`config.mk`:
```
export PLATFORM = sky130hd
export DESIGN_NAME = ptc_temp
export DESIGN_NICKNAME = d
export VERILOG_FILES = /design/src/design/pressure_temperature_compensation_unit_defines.svh /design/src/design/ptc_pkg.sv /design/src/design/ptc_temp.sv
export SDC_FILE = /design/constraint.sdc
export NUM_CORES = 2
export LEC_CHECK = 0
export ABC_CLOCK_PERIOD_IN_PS = 10800
export BUFFER_PORTS_ARGS = -buffer_cell sky130_fd_sc_hd__buf_2
export CORE_ASPECT_RATIO = 0.9
export CORE_MARGIN = 4
export CORE_UTILIZATION = 63
export CTS_BUF_LIST = sky130_fd_sc_hd__clkbuf_4
export CTS_CLUSTER_SIZE = 24
export DETAILED_ROUTE_END_ITERATION = 7
export PLACE_DENSITY = 0.9
export SKIP_LAST_GASP = 1
export SLEW_MARGIN = 20
export SYNTH_ARGS = -nofsm -noshare
export SYNTH_HDL_FRONTEND = slang
export SYNTH_SLANG_ARGS = --single-unit
```
`constraint.sdc`:
```
create_clock -name aclk -period 10.8 [get_ports aclk]
set_input_delay 0.54 -clock aclk [delete_from_list [all_inputs] [get_ports aclk]]
set_output_delay 0.54 -clock aclk [all_outputs]
set_load 0.01 [all_outputs]
```
`src/design/pressure_temperature_compensation_unit_defines.svh`:
```
// assertion macros for the pressure and temperature compensation unit
`ifndef PRESSURE_TEMPERATURE_COMPENSATION_UNIT_DEFINES_SVH
`define PRESSURE_TEMPERATURE_COMPENSATION_UNIT_DEFINES_SVH

// same-cycle implication, disabled in reset
`define PTC_ASSERT_IMP(label, clk, rstn, ante, cons, msg) \
    label: assert property (@(posedge clk) disable iff (!rstn) (ante) |-> (cons)) \
        else $error(msg);

// next-cycle implication, disabled in reset
`define PTC_ASSERT_NXT(label, clk, rstn, ante, cons, msg) \
    label: assert property (@(posedge clk) disable iff (!rstn) (ante) |=> (cons)) \
        else $error(msg);

`endif

```
`src/design/ptc_pkg.sv`:
```
// shared types, register codes and arithmetic helpers for the compensation unit
`default_nettype none
package ptc_pkg;

    localparam int unsigned WORD_W     = 32;
    localparam int unsigned DIV_STAGES = WORD_W;
    localparam int unsigned RAW_W      = 20;

    typedef logic [WORD_W-1:0] word_t;
    typedef logic [RAW_W-1:0]  raw_t;

    typedef enum logic [1:0] {
        REG_TEMP_TRIM = 2'd0,
        REG_PRESS_A   = 2'd1,
        REG_PRESS_B   = 2'd2,
        REG_PRESS_C   = 2'd3
    } reg_idx_t;

    // trim words, already extended to 32 bits
    typedef struct packed {
        word_t t1;
        word_t t2;
        word_t t3;
        word_t p1;
        word_t p2;
        word_t p3;
        word_t p4;
        word_t p5;
        word_t p6;
        word_t p7;
        word_t p8;
        word_t p9;
    } trim_t;

    typedef struct packed {
        word_t temp;
        word_t fine;
    } side_t;

    typedef struct packed {
        word_t dividend;
        word_t divisor;
        logic  dbl;
        logic  dz;
        side_t side;
    } div_in_t;

    typedef struct packed {
        word_t quot;
        logic  dbl;
        logic  dz;
        side_t side;
    } div_out_t;

    typedef struct packed {
        side_t side;
        word_t pressure;
        logic  dz;
    } result_t;

    function automatic word_t asr(input word_t x, input logic [4:0] n);
        return word_t'($signed(x) >>> n);
    endfunction

    function automatic word_t sx16(input logic [15:0] v);
        return {{16{v[15]}}, v};
    endfunction

    function automatic word_t ux16(input logic [15:0] v);
        return {16'd0, v};
    endfunction

endpackage
`default_nettype wire

```
`src/design/ptc_temp.sv`:
```
// temperature polynomial: three stages from raw reading to fine temperature
`default_nettype none
module ptc_temp (
    input  wire                 aclk,
    input  wire                 aresetn,
    input  wire                 en,
    input  wire                 in_valid,
    input  ptc_pkg::raw_t       adc_t,
    input  ptc_pkg::raw_t       adc_p,
    input  ptc_pkg::trim_t      trim,
    output logic                out_valid,
    output ptc_pkg::word_t      out_fine,
    output ptc_pkg::raw_t       out_adc_p
);

    logic           v1_reg, v2_reg, v3_reg;
    ptc_pkg::word_t m1_reg, m1_next, m2_reg, m2_next;
    ptc_pkg::word_t a_reg, a_next, m3_reg, m3_next;
    ptc_pkg::word_t fine_reg, fine_next;
    ptc_pkg::raw_t  p1_reg, p2_reg, p3_reg;
    ptc_pkg::word_t x1, d, dd;

    always_comb begin
        x1      = {15'd0, adc_t[19:3]} - {trim.t1[30:0], 1'b0};
        d       = {16'd0, adc_t[19:4]} - trim.t1;
        m1_next = x1 * trim.t2;
        m2_next = d * d;
        a_next  = ptc_pkg::asr(m1_reg, 5'd11);
        dd      = ptc_pkg::asr(m2_reg, 5'd12);
        m3_next = dd * trim.t3;
        fine_next = a_reg + ptc_pkg::asr(m3_reg, 5'd14);
    end

    always_ff @(posedge aclk) begin
        if (!aresetn) begin
            v1_reg <= 1'b0;
            v2_reg <= 1'b0;
            v3_reg <= 1'b0;
        end else if (en) begin
            v1_reg <= in_valid;
            v2_reg <= v1_reg;
            v3_reg <= v2_reg;
        end
    end

    always_ff @(posedge aclk) begin
        if (en) begin
            m1_reg   <= m1_next;
            m2_reg   <= m2_next;
            p1_reg   <= adc_p;
            a_reg    <= a_next;
            m3_reg   <= m3_next;
            p2_reg   <= p1_reg;
            fine_reg <= fine_next;
            p3_reg   <= p2_reg;
        end
    end

    assign out_valid = v3_reg;
    assign out_fine  = fine_reg;
    assign out_adc_p = p3_reg;

endmodule
`default_nettype wire

```
==> impl_metrics.toml <==
[yosys]
syn_inst = 4963
synth_top_area_share_pct = 47.26
ys_seq_area_share_pct = 10.31
synth_flop_cell = "edfxtp_1"
synth_area_leaders = "fa_1, edfxtp_1, ha_1, inv_1, nand2_1"
synth_area_mm2 = 0.04778
synth_top_area_cell = "fa_1"
avgSynthCellArea_um2 = 9.627
ys_ff_latch = 165
syn_nets = 6907
ys_types = 68
synth_warnings = 0
ys_async_sr_fraction_pct = 0
synth-edff-count = 162

[global_route]
grt_max_degree = 92
grt_usage_pct = 30.51
grt_first_pass_wirelength_mm = 194.9
overflow = 0
first_global_vias = 38900
antenna_found_initial = 5

[worst_setup_path]
cp_slowest_cell = "xor2_1"
worst_path_most_repeated_cell = "xnor2_1"
start_kind = "input port"
worstPathMaxFanout = 11
cp.required_ns = 11.29
rr_endpoint = "m3_reg[31]$_DFFE_PP_"
crit_path_end_kind = "flop"
crit_arrival_ns = 10.30
worstSetupStartpoint = "trim[355]"
reg2reg_slack_ns = 2.86
worst_r2r_path_depth = 23
rr_startpoint = "m2_reg[17]$_DFFE_PP_"
path_class = "in -> reg"
cpPeakStageDelay_ns = 0.90

[floorplan]
rows = 95
die_w_um = 298.3
die_h_um = 269.3
pin_count = 481
initial_core_util_pct = 63.81
core-area_mm2 = 0.07488
die_area_mm2 = 0.08032

[cts]
clock-root-buffer = "clkbuf_4"
cts_tree = "built"
clock_latency_ns = 0.70
cts_resized = 0
clkSinkCount = 165
clockBufferDepth = 2
clk_pin_slew_ns = 0.20
cts_max_level = 4
numCtsBuffers = 17

[detailed_routing]
vias_per_cell = 5.682
ant_nets = 0
vias = 34200
dr.pass1.iters = 8
drc = 0
drt_iter0_markers = 2792
wl_per_cell_um = 19.52
routed_wl_mm = 117.5

[timing]
slew_viol_final = 0
slew_headroom_pct = 22.34
fin_setup_tns_ns = 0
setup_violations = 0
fin_crit_ns = 9.810
grt_setup_unrepaired = "no"
finClkSkew_ns = 0.05125
worstMarginPinSlew_ns = 1.165
fin_crit_sh_pct = 90.84
hold_viol_final = 0
fmax_mhz = 101.9

[hold_path]
hold_class = "in -> reg"
holdPathStages = 2
min_from = "aresetn"
whs_endpoint = "out_valid$_SDFFE_PN0P_"

[status]
status = "finished, final reports clean"

[finish]
fillers = 5342
largest_reg_flops = 22
drive_gt1_share_pct = 6.421
synthToLayoutAreaGrowth_pct = 4.944
final_nets = 6978

[placed_design]
dp_hpwl_mm = 93.92
gp_congestion = 0.9292
port_buffers = 188

[run]
maxCapViolations = 0
-- cell type report --
class | instances | area [µm²] | area share [%]
clock inverter | 14 | 160.2 | 0.3194
timing repair buffer | 267 | 1603 | 3.196
multi-input combinational | 3337 | 37430 | 74.65
sequential | 165 | 4925 | 9.821
clock buffer | 17 | 127.6 | 0.2545
antenna | 3 | 7.507 | 0.01497
tap | 970 | 1214 | 2.420
inverter | 1246 | 4677 | 9.327
-- through the flow --
step | utilization (%) | area (µm²) | worst slack, ns | hold WS [ns] | cells
global placement | 66.30 | 49650 | 0.5601 | 0.4004 | 5965
floorplan | - | 47780 | 1.620 | 0.4003 | 4963
global route | 66.95 | 50140 | 0.6782 | 0.02972 | 6017
CTS | 66.95 | 50140 | 1.167 | 0.01690 | 6016
detailed placement | 66.30 | 49650 | 0.3523 | 0.4045 | 5965
finish | 66.96 | 50140 | 0.9895 | 0.1068 | 6019
-- worst max-delay path, delay by kind of cell --
family / cells / cell delay [ns]
AO/OA/AOI/OAI: 5 / 0.88
XOR/XNOR: 15 / 3.13
adder cells (fa/ha/maj): 9 / 4.32
buffers and inverters: 6 / 0.34
AND/OR/NAND/NOR: 4 / 1.07
-- synth_stat cells (all sizes together) (4+ instances only) --
cell and count:
nor2 188, nor3 25, a41o 4, ha 388, and3 5, edfxtp 162
o21ai 36, xnor2 170, inv 1244, buf 17, o21a 26, a21o 30
a21oi 42, a21boi 6, nand2b 82, nand3 12, fa 1128, o21bai 4
a31oi 7, and2 320, clkbuf 198, or3 8, nand2 713, mux2i 6
o31ai 4, nor2b 47, xor2 49
-- metal layers --
layer,GRT usage (%),vias up,wire length [µm]
li1,-,14480,-
met1,38.10,17220,41620
met2,50.82,2004,57420
met3,7.143,496,12350
met4,14.26,2,6088
met5,0,-,13
-- how the worst max path moves through the flow --
stage                     cells past startpoint                    to  slack, ns
after floorplan                              39  m1_reg[31]$_DFFE_PP_       1.62
after global placement                       39  m1_reg[31]$_DFFE_PP_       0.56
after detailed placement                     39  m1_reg[31]$_DFFE_PP_       0.35
after CTS                                    39  m1_reg[31]$_DFFE_PP_       1.17
after global routing                         39  m1_reg[31]$_DFFE_PP_       0.68
final                                        39  m1_reg[31]$_DFFE_PP_       0.99
-- cells by family after synthesis --
| group | Yosys count | synth area share [%] |
|---|---|---|
| mux | 6 | 0.1257 |
| xor+xnor | 219 | 4.164 |
| flops | 165 | 10.31 |
| fa+ha+maj | 1516 | 57.42 |
| compound gates | 181 | 2.632 |
| buf+inv | 1461 | 11.56 |
| simple gates | 1415 | 13.79 |
-- layout by cell type (no fill, tap or decap), types with 4 or more instances in the layout --
| cell type | n |
|---|---|
| inv_2 | 4 |
| xor2_2 | 5 |
| o21bai_1 | 4 |
| a31oi_1 | 7 |
| dlygate4sd3_1 | 20 |
| and3_1 | 5 |
| o21ai_1 | 5 |
| xnor2_2 | 9 |
| nand3_1 | 12 |
| nor3_1 | 25 |
| nand2b_1 | 82 |
| o21ai_0 | 28 |
| a21o_1 | 30 |
| nand2_1 | 712 |
| a41o_1 | 4 |
| edfxtp_1 | 162 |
| and2_1 | 320 |
| a21boi_0 | 5 |
| a21oi_1 | 38 |
| nor2_1 | 187 |
| o21a_1 | 26 |
| or3_1 | 5 |
| clkinv_8 | 4 |
| buf_2 | 187 |
| ha_1 | 387 |
| xnor2_1 | 161 |
| fa_1 | 1127 |
| clkinv_4 | 4 |
| clkbuf_4 | 17 |
| xor2_1 | 42 |
| inv_1 | 1240 |
| buf_4 | 58 |
| nor2b_1 | 47 |
| mux2i_1 | 6 |
-- what timing repair did --
item | 4_1_cts | 5_1_grt
endpoints found under the hold margin | 20 | 0
setup buffers | 0 | 0
hold buffers | 20 | 0
endpoints found under the setup margin | 0 | 0
Power is not shown: default switching activity piles up to over one toggle a cycle in this logic, so the estimate is an artifact.
