$ cat src/design/pressure_temperature_compensation_unit_defines.svh
// assertion macros for the pressure and temperature compensation unit
`ifndef PRESSURE_TEMPERATURE_COMPENSATION_UNIT_DEFINES_SVH
`define PRESSURE_TEMPERATURE_COMPENSATION_UNIT_DEFINES_SVH

// same-cycle implication, disabled in reset
`define PTC_ASSERT_IMP(label, clk, rstn, ante, cons, msg) \
    label: assert property (@(posedge clk) disable iff (!rstn) (ante) |-> (cons)) \
        else $error(msg);

// next-cycle implication, disabled in reset
`define PTC_ASSERT_NXT(label, clk, rstn, ante, cons, msg) \
    label: assert property (@(posedge clk) disable iff (!rstn) (ante) |=> (cons)) \
        else $error(msg);

`endif

$ cat src/design/ptc_pkg.sv
// shared types, register codes and arithmetic helpers for the compensation unit
`default_nettype none
package ptc_pkg;

    localparam int unsigned WORD_W     = 32;
    localparam int unsigned DIV_STAGES = WORD_W;
    localparam int unsigned RAW_W      = 20;

    typedef logic [WORD_W-1:0] word_t;
    typedef logic [RAW_W-1:0]  raw_t;

    typedef enum logic [1:0] {
        REG_TEMP_TRIM = 2'd0,
        REG_PRESS_A   = 2'd1,
        REG_PRESS_B   = 2'd2,
        REG_PRESS_C   = 2'd3
    } reg_idx_t;

    // trim words, already extended to 32 bits
    typedef struct packed {
        word_t t1;
        word_t t2;
        word_t t3;
        word_t p1;
        word_t p2;
        word_t p3;
        word_t p4;
        word_t p5;
        word_t p6;
        word_t p7;
        word_t p8;
        word_t p9;
    } trim_t;

    typedef struct packed {
        word_t temp;
        word_t fine;
    } side_t;

    typedef struct packed {
        word_t dividend;
        word_t divisor;
        logic  dbl;
        logic  dz;
        side_t side;
    } div_in_t;

    typedef struct packed {
        word_t quot;
        logic  dbl;
        logic  dz;
        side_t side;
    } div_out_t;

    typedef struct packed {
        side_t side;
        word_t pressure;
        logic  dz;
    } result_t;

    function automatic word_t asr(input word_t x, input logic [4:0] n);
        return word_t'($signed(x) >>> n);
    endfunction

    function automatic word_t sx16(input logic [15:0] v);
        return {{16{v[15]}}, v};
    endfunction

    function automatic word_t ux16(input logic [15:0] v);
        return {16'd0, v};
    endfunction

endpackage
`default_nettype wire

$ cat src/design/ptc_post.sv
// pressure correction after the divide: four stages
`default_nettype none
module ptc_post (
    input  wire                 aclk,
    input  wire                 aresetn,
    input  wire                 en,
    input  wire                 in_valid,
    input  ptc_pkg::div_out_t   in_data,
    input  ptc_pkg::trim_t      trim,
    output logic                out_valid,
    output ptc_pkg::result_t    out_data
);

    logic           v_reg [4];
    ptc_pkg::side_t s1_reg, s2_reg, s3_reg;
    logic           dz1_reg, dz2_reg, dz3_reg;
    ptc_pkg::word_t p1_reg, p2_reg, p3_reg;
    ptc_pkg::word_t qq_reg, mb_reg, a_reg, b_reg;
    ptc_pkg::result_t res_reg, res_next;

    ptc_pkg::word_t p1_next, ps3, sqp, qq_next, mb_next, pr9, a_next, b_next;

    always_comb begin
        p1_next = in_data.dbl ? {in_data.quot[30:0], 1'b0} : in_data.quot;
        ps3     = {3'd0, p1_reg[31:3]};
        sqp     = ps3 * ps3;
        qq_next = {13'd0, sqp[31:13]};
        mb_next = {2'd0, p1_reg[31:2]} * trim.p8;
        pr9     = trim.p9 * qq_reg;
        a_next  = ptc_pkg::asr(pr9, 5'd12);
        b_next  = ptc_pkg::asr(mb_reg, 5'd13);
        res_next.side     = s3_reg;
        res_next.dz       = dz3_reg;
        res_next.pressure = dz3_reg ? '0
                          : p3_reg + ptc_pkg::asr(a_reg + b_reg + trim.p7, 5'd4);
    end

    always_ff @(posedge aclk) begin
        if (!aresetn) begin
            for (int i = 0; i < 4; i++) v_reg[i] <= 1'b0;
        end else if (en) begin
            v_reg[0] <= in_valid;
            for (int i = 1; i < 4; i++) v_reg[i] <= v_reg[i-1];
        end
    end

    always_ff @(posedge aclk) begin
        if (en) begin
            s1_reg  <= in_data.side;
            dz1_reg <= in_data.dz;
            p1_reg  <= p1_next;
            s2_reg  <= s1_reg;
            dz2_reg <= dz1_reg;
            p2_reg  <= p1_reg;
            qq_reg  <= qq_next;
            mb_reg  <= mb_next;
            s3_reg  <= s2_reg;
            dz3_reg <= dz2_reg;
            p3_reg  <= p2_reg;
            a_reg   <= a_next;
            b_reg   <= b_next;
            res_reg <= res_next;
        end
    end

    assign out_valid = v_reg[3];
    assign out_data  = res_reg;

endmodule
`default_nettype wire

$ cat config.mk
export PLATFORM = sky130hd
export DESIGN_NAME = ptc_post
export DESIGN_NICKNAME = d
export VERILOG_FILES = /design/src/design/pressure_temperature_compensation_unit_defines.svh /design/src/design/ptc_pkg.sv /design/src/design/ptc_post.sv
export SDC_FILE = /design/constraint.sdc
export NUM_CORES = 2
export LEC_CHECK = 0
export BUFFER_PORTS_ARGS = -buffer_cell sky130_fd_sc_hd__buf_2
export CAP_MARGIN = 10
export CORE_UTILIZATION = 56
export DETAILED_ROUTE_END_ITERATION = 8
export GPL_TIMING_DRIVEN = 1
export PLACE_DENSITY_LB_ADDON = 0.05
export SETUP_SLACK_MARGIN = 0.02
export SLEW_MARGIN = 20
export SYNTH_ARGS = -nofsm -noshare
export SYNTH_HDL_FRONTEND = slang
export SYNTH_SLANG_ARGS = --single-unit
$ cat constraint.sdc
create_clock -name aclk -period 7.6 [get_ports aclk]
set_input_delay 1.14 -clock aclk [delete_from_list [all_inputs] [get_ports aclk]]
set_output_delay 1.14 -clock aclk [all_outputs]
set_load 0.01 [all_outputs]
==> qor.txt <==
========================================================================================
Longest Clk Path Bufs                                                                  3
Routed wire length                                                              143.8 mm
Routed length per instance                                                      19.32 um
Largest net degree at the start of global routing                                    197
Global-route wire length before repair                                          230.3 mm
Antenna violations before repair                                                      19
Synthesized area divided by synthesized cell count                            10.64 um^2
Final period util                                                                 98.68%
Minimum period implied by the final worst setup slack                           7.500 ns
FMAX                                                                           133.3 MHz
Avg Vias per Cell                                                                  5.130
Post-synthesis register bit count                                                    469
Beginning of the worst register-to-register path                              p1_reg[14]
Portion of synthesized cell area occupied by the leading cell type                38.42%
Class of the most critical setup path                                       register to register
RSZ-0062 raised after global routing                                                true
Number of search-and-repair iterations in the first detailed-routing pass              6
Crit path largest cell delay                                                     0.57 ns
Worst Skew                                                                    0.02415 ns
Post-detailed-route DRC marker count                                                   0
Clock tree from TritonCTS                                                            yes
Signal arrival time at the worst endpoint                                        7.84 ns
Full die area                                                                0.1053 mm^2
Number of flops mapped to enable cells by yosys                                      469
Cell taking the most area after synthesis                                           fa_1
Worst-margin pin slew                                                           1.081 ns
Endpoints failing setup                                                                0
Worst max-slew margin expressed relative to the limit                             27.95%
Final nets                                                                          8013
Standard cell core area                                                      0.1025 mm^2
Setup ws final                                                                0.09996 ns
Worst skew pair latency                                                          0.62 ns
# Max-Cap Violations                                                                   0
End-of-flow core utilization                                                      64.77%
Max FO, Critical Path                                                                  6
Antenna-violating nets left                                                            0
Fillers                                                                             8386
Worst setup timing slack at the placement stage                               -0.5926 ns
Initial Util                                                                      56.84%
Via count of the first global-routing pass                                         41006
Cell at the slowest stage of the critical path                                      fa_1
Synth Cell Area                                                             0.05825 mm^2
Number of distinct standard cells referenced by the synthesized netlist               64
CP most frequent cell                                                               fa_1
Synth Instances                                                                     5477
Predominant post-synthesis flop cell                                            edfxtp_1
DIE HEIGHT                                                                      324.5 um
X dimension of the die                                                          324.5 um
Detailed placer's ending HPWL                                                   120.1 mm
Depth of the CTS H-tree                                                                2
Class of the tightest hold or removal check                                 register to register
Crit end category                                                               register
WHS Endpoint                                                                  p3_reg[25]
Largest family of logic cells by synthesized area                            adder cells
R2r setup slk                                                                     0.1 ns
Clock Pin Slew Worst Setup and Hold Paths                                        0.06 ns
Critical path required time                                                      7.94 ns
Global-route total usage across every layer                                       28.38%
Total gr overflow                                                                      0
Top cells by instance count after synthesis                                 inv_1, fa_1, nand2_1, and2_1, edfxtp_1
Final Hold Violating Endpoints                                                         0
Count of boundary I/O pins                                                           584
Multiplexer share of the synthesized area                                        0.6358%
Result of the run                                                           finished, final reports clean
Number of synthesis warnings                                                           0
Net Count, Synth                                                                    7467
Weighted congestion reported at the end of routability-driven placement           0.9031
Number of cells on the worst reg-to-reg path                                          27
Capture instance of the worst register-to-register path                       mb_reg[31]
Via total after detailed routing                                                   38171
Sequential element share of the synthesized area                                  24.18%
Adder-Cell Fraction of Synth Area                                                 46.71%
Number of flip-flops in the largest register                                          97
Count of cells along the worst hold path                                               0
Num CTS Buffers                                                                       49
Area Growth Syn to Fin                                                            13.94%
Worst setup SP type                                                             register
Number of core rows                                                                  117
PortBufs                                                                             295
Top cells by area, synth                                                    fa_1, edfxtp_1, ha_1, inv_1, and2_1
Root Buffer Master                                                             clkbuf_16
Num Clock Sinks                                                                      469
Simple-gate area share of the yosys netlist                                       12.20%
Post-synthesis compound-gate area fraction                                        3.256%
Most numerous cell in the Yosys netlist                                            inv_1
Start point of the worst min-delay path                                       p2_reg[25]
Share of synthesized flip-flops with an asynchronous set or reset                     0%
Post-Synth XOR/XNOR Area                                                          3.316%
Share of final-layout standard cells stronger than drive strength 1               14.90%
First DRT Iteration DRCs                                                            2133
Max-slew violation count                                                               0
========================================================================================
worst max path at each step:
stage / start / endpoint / cells after the start
after floorplan: trim[47] / mb_reg[31] / 26
after global placement: trim[42] / mb_reg[31] / 26
after detailed placement: trim[42] / mb_reg[28] / 25
after CTS: p1_reg[14] / qq_reg[18] / 25
after global routing: p1_reg[9] / mb_reg[31] / 28
final: p1_reg[14] / mb_reg[31] / 27
placed cells by master, fill, tap and decap left out, drive strengths merged, types with 6 or more instances in the layout:
cell type     n
ha          386
a21oi        78
nor3         35
nor2b        22
clkbuf       58
a31oi         7
nand3        21
o31ai         7
o21a         30
diode        11
and2        550
fa         1118
inv        1289
a211oi       14
and3         11
nor2        117
a21o         49
xor2         58
edfxtp      469
nand2       689
bufinv        6
mux2         32
clkinv       20
o21ai        45
buf         712
nand2b        8
xnor2       160
o21bai        8
through the flow:
| stage | area [um^2] | TNS [ns] | hold slack [ns] | std cells |
|---|---|---|---|---|
| after floorplan | 58320 | 0 | 0.4003 | 5477 |
| after global placement | 64240 | -4.460 | 0.4001 | 7325 |
| after detailed placement | 64240 | -4.847 | 0.4045 | 7325 |
| after CTS | 66010 | -0.04083 | 0.3946 | 7418 |
| after global routing | 66360 | -0.3659 | 0.4097 | 7437 |
| final | 66370 | 0 | 0.4019 | 7441 |
metal layers:
metal | global-route usage (%) | vias to the layer above | share of wire [%]
met1 | 38.54 | 19440 | 43
li1 | - | 17490 | -
met2 | 48.09 | 997 | 49
met4 | 8.880 | 8 | 3.5
met5 | 0 | - | 0.033
met3 | 3.133 | 236 | 4.9
cells by family after synthesis:
group | after synthesis
muxes | 33
xor gates and xnor gates | 219
AOI/OAI and AO/OA | 280
DFF | 469
adders and majority gates | 1504
and+or+nand+nor | 1467
buffers and inverters | 1505
critical path: cells and delay by family (launching register included):
| kind | cells | cell delay, ns |
|---|---|---|
| xor gates and xnor gates | 1 | 0.08 |
| buffers and inverters | 7 | 0.67 |
| and+or+nand+nor | 4 | 0.59 |
| DFF | 1 | 0.53 |
| AOI/OAI and AO/OA | 6 | 1.00 |
| adders and majority gates | 9 | 4.34 |
layout make-up:
class / count / area (um^2) / area share (%)
clock inverters: 34 / 410.4 / 0.6183
clock buffers: 56 / 1252 / 1.887
repair buffers: 714 / 5206 / 7.844
well taps: 1368 / 1712 / 2.579
diodes: 11 / 27.53 / 0.04147
inverters: 1286 / 4831 / 7.278
multi-input cells: 3503 / 38850 / 58.53
flip-flops and latches: 469 / 14080 / 21.22
what timing repair did:
| item | in CTS | in global routing |
|---|---|---|
| setup buffers | 3 | 12 |
| pin swaps | 3 | 54 |
| hold buffers | 0 | 0 |
| setup endpoints to repair | 7 | 16 |
| resized for setup | 13 | 62 |
Power is not shown: default switching activity piles up to over one toggle a cycle in this logic, so the estimate is an artifact.
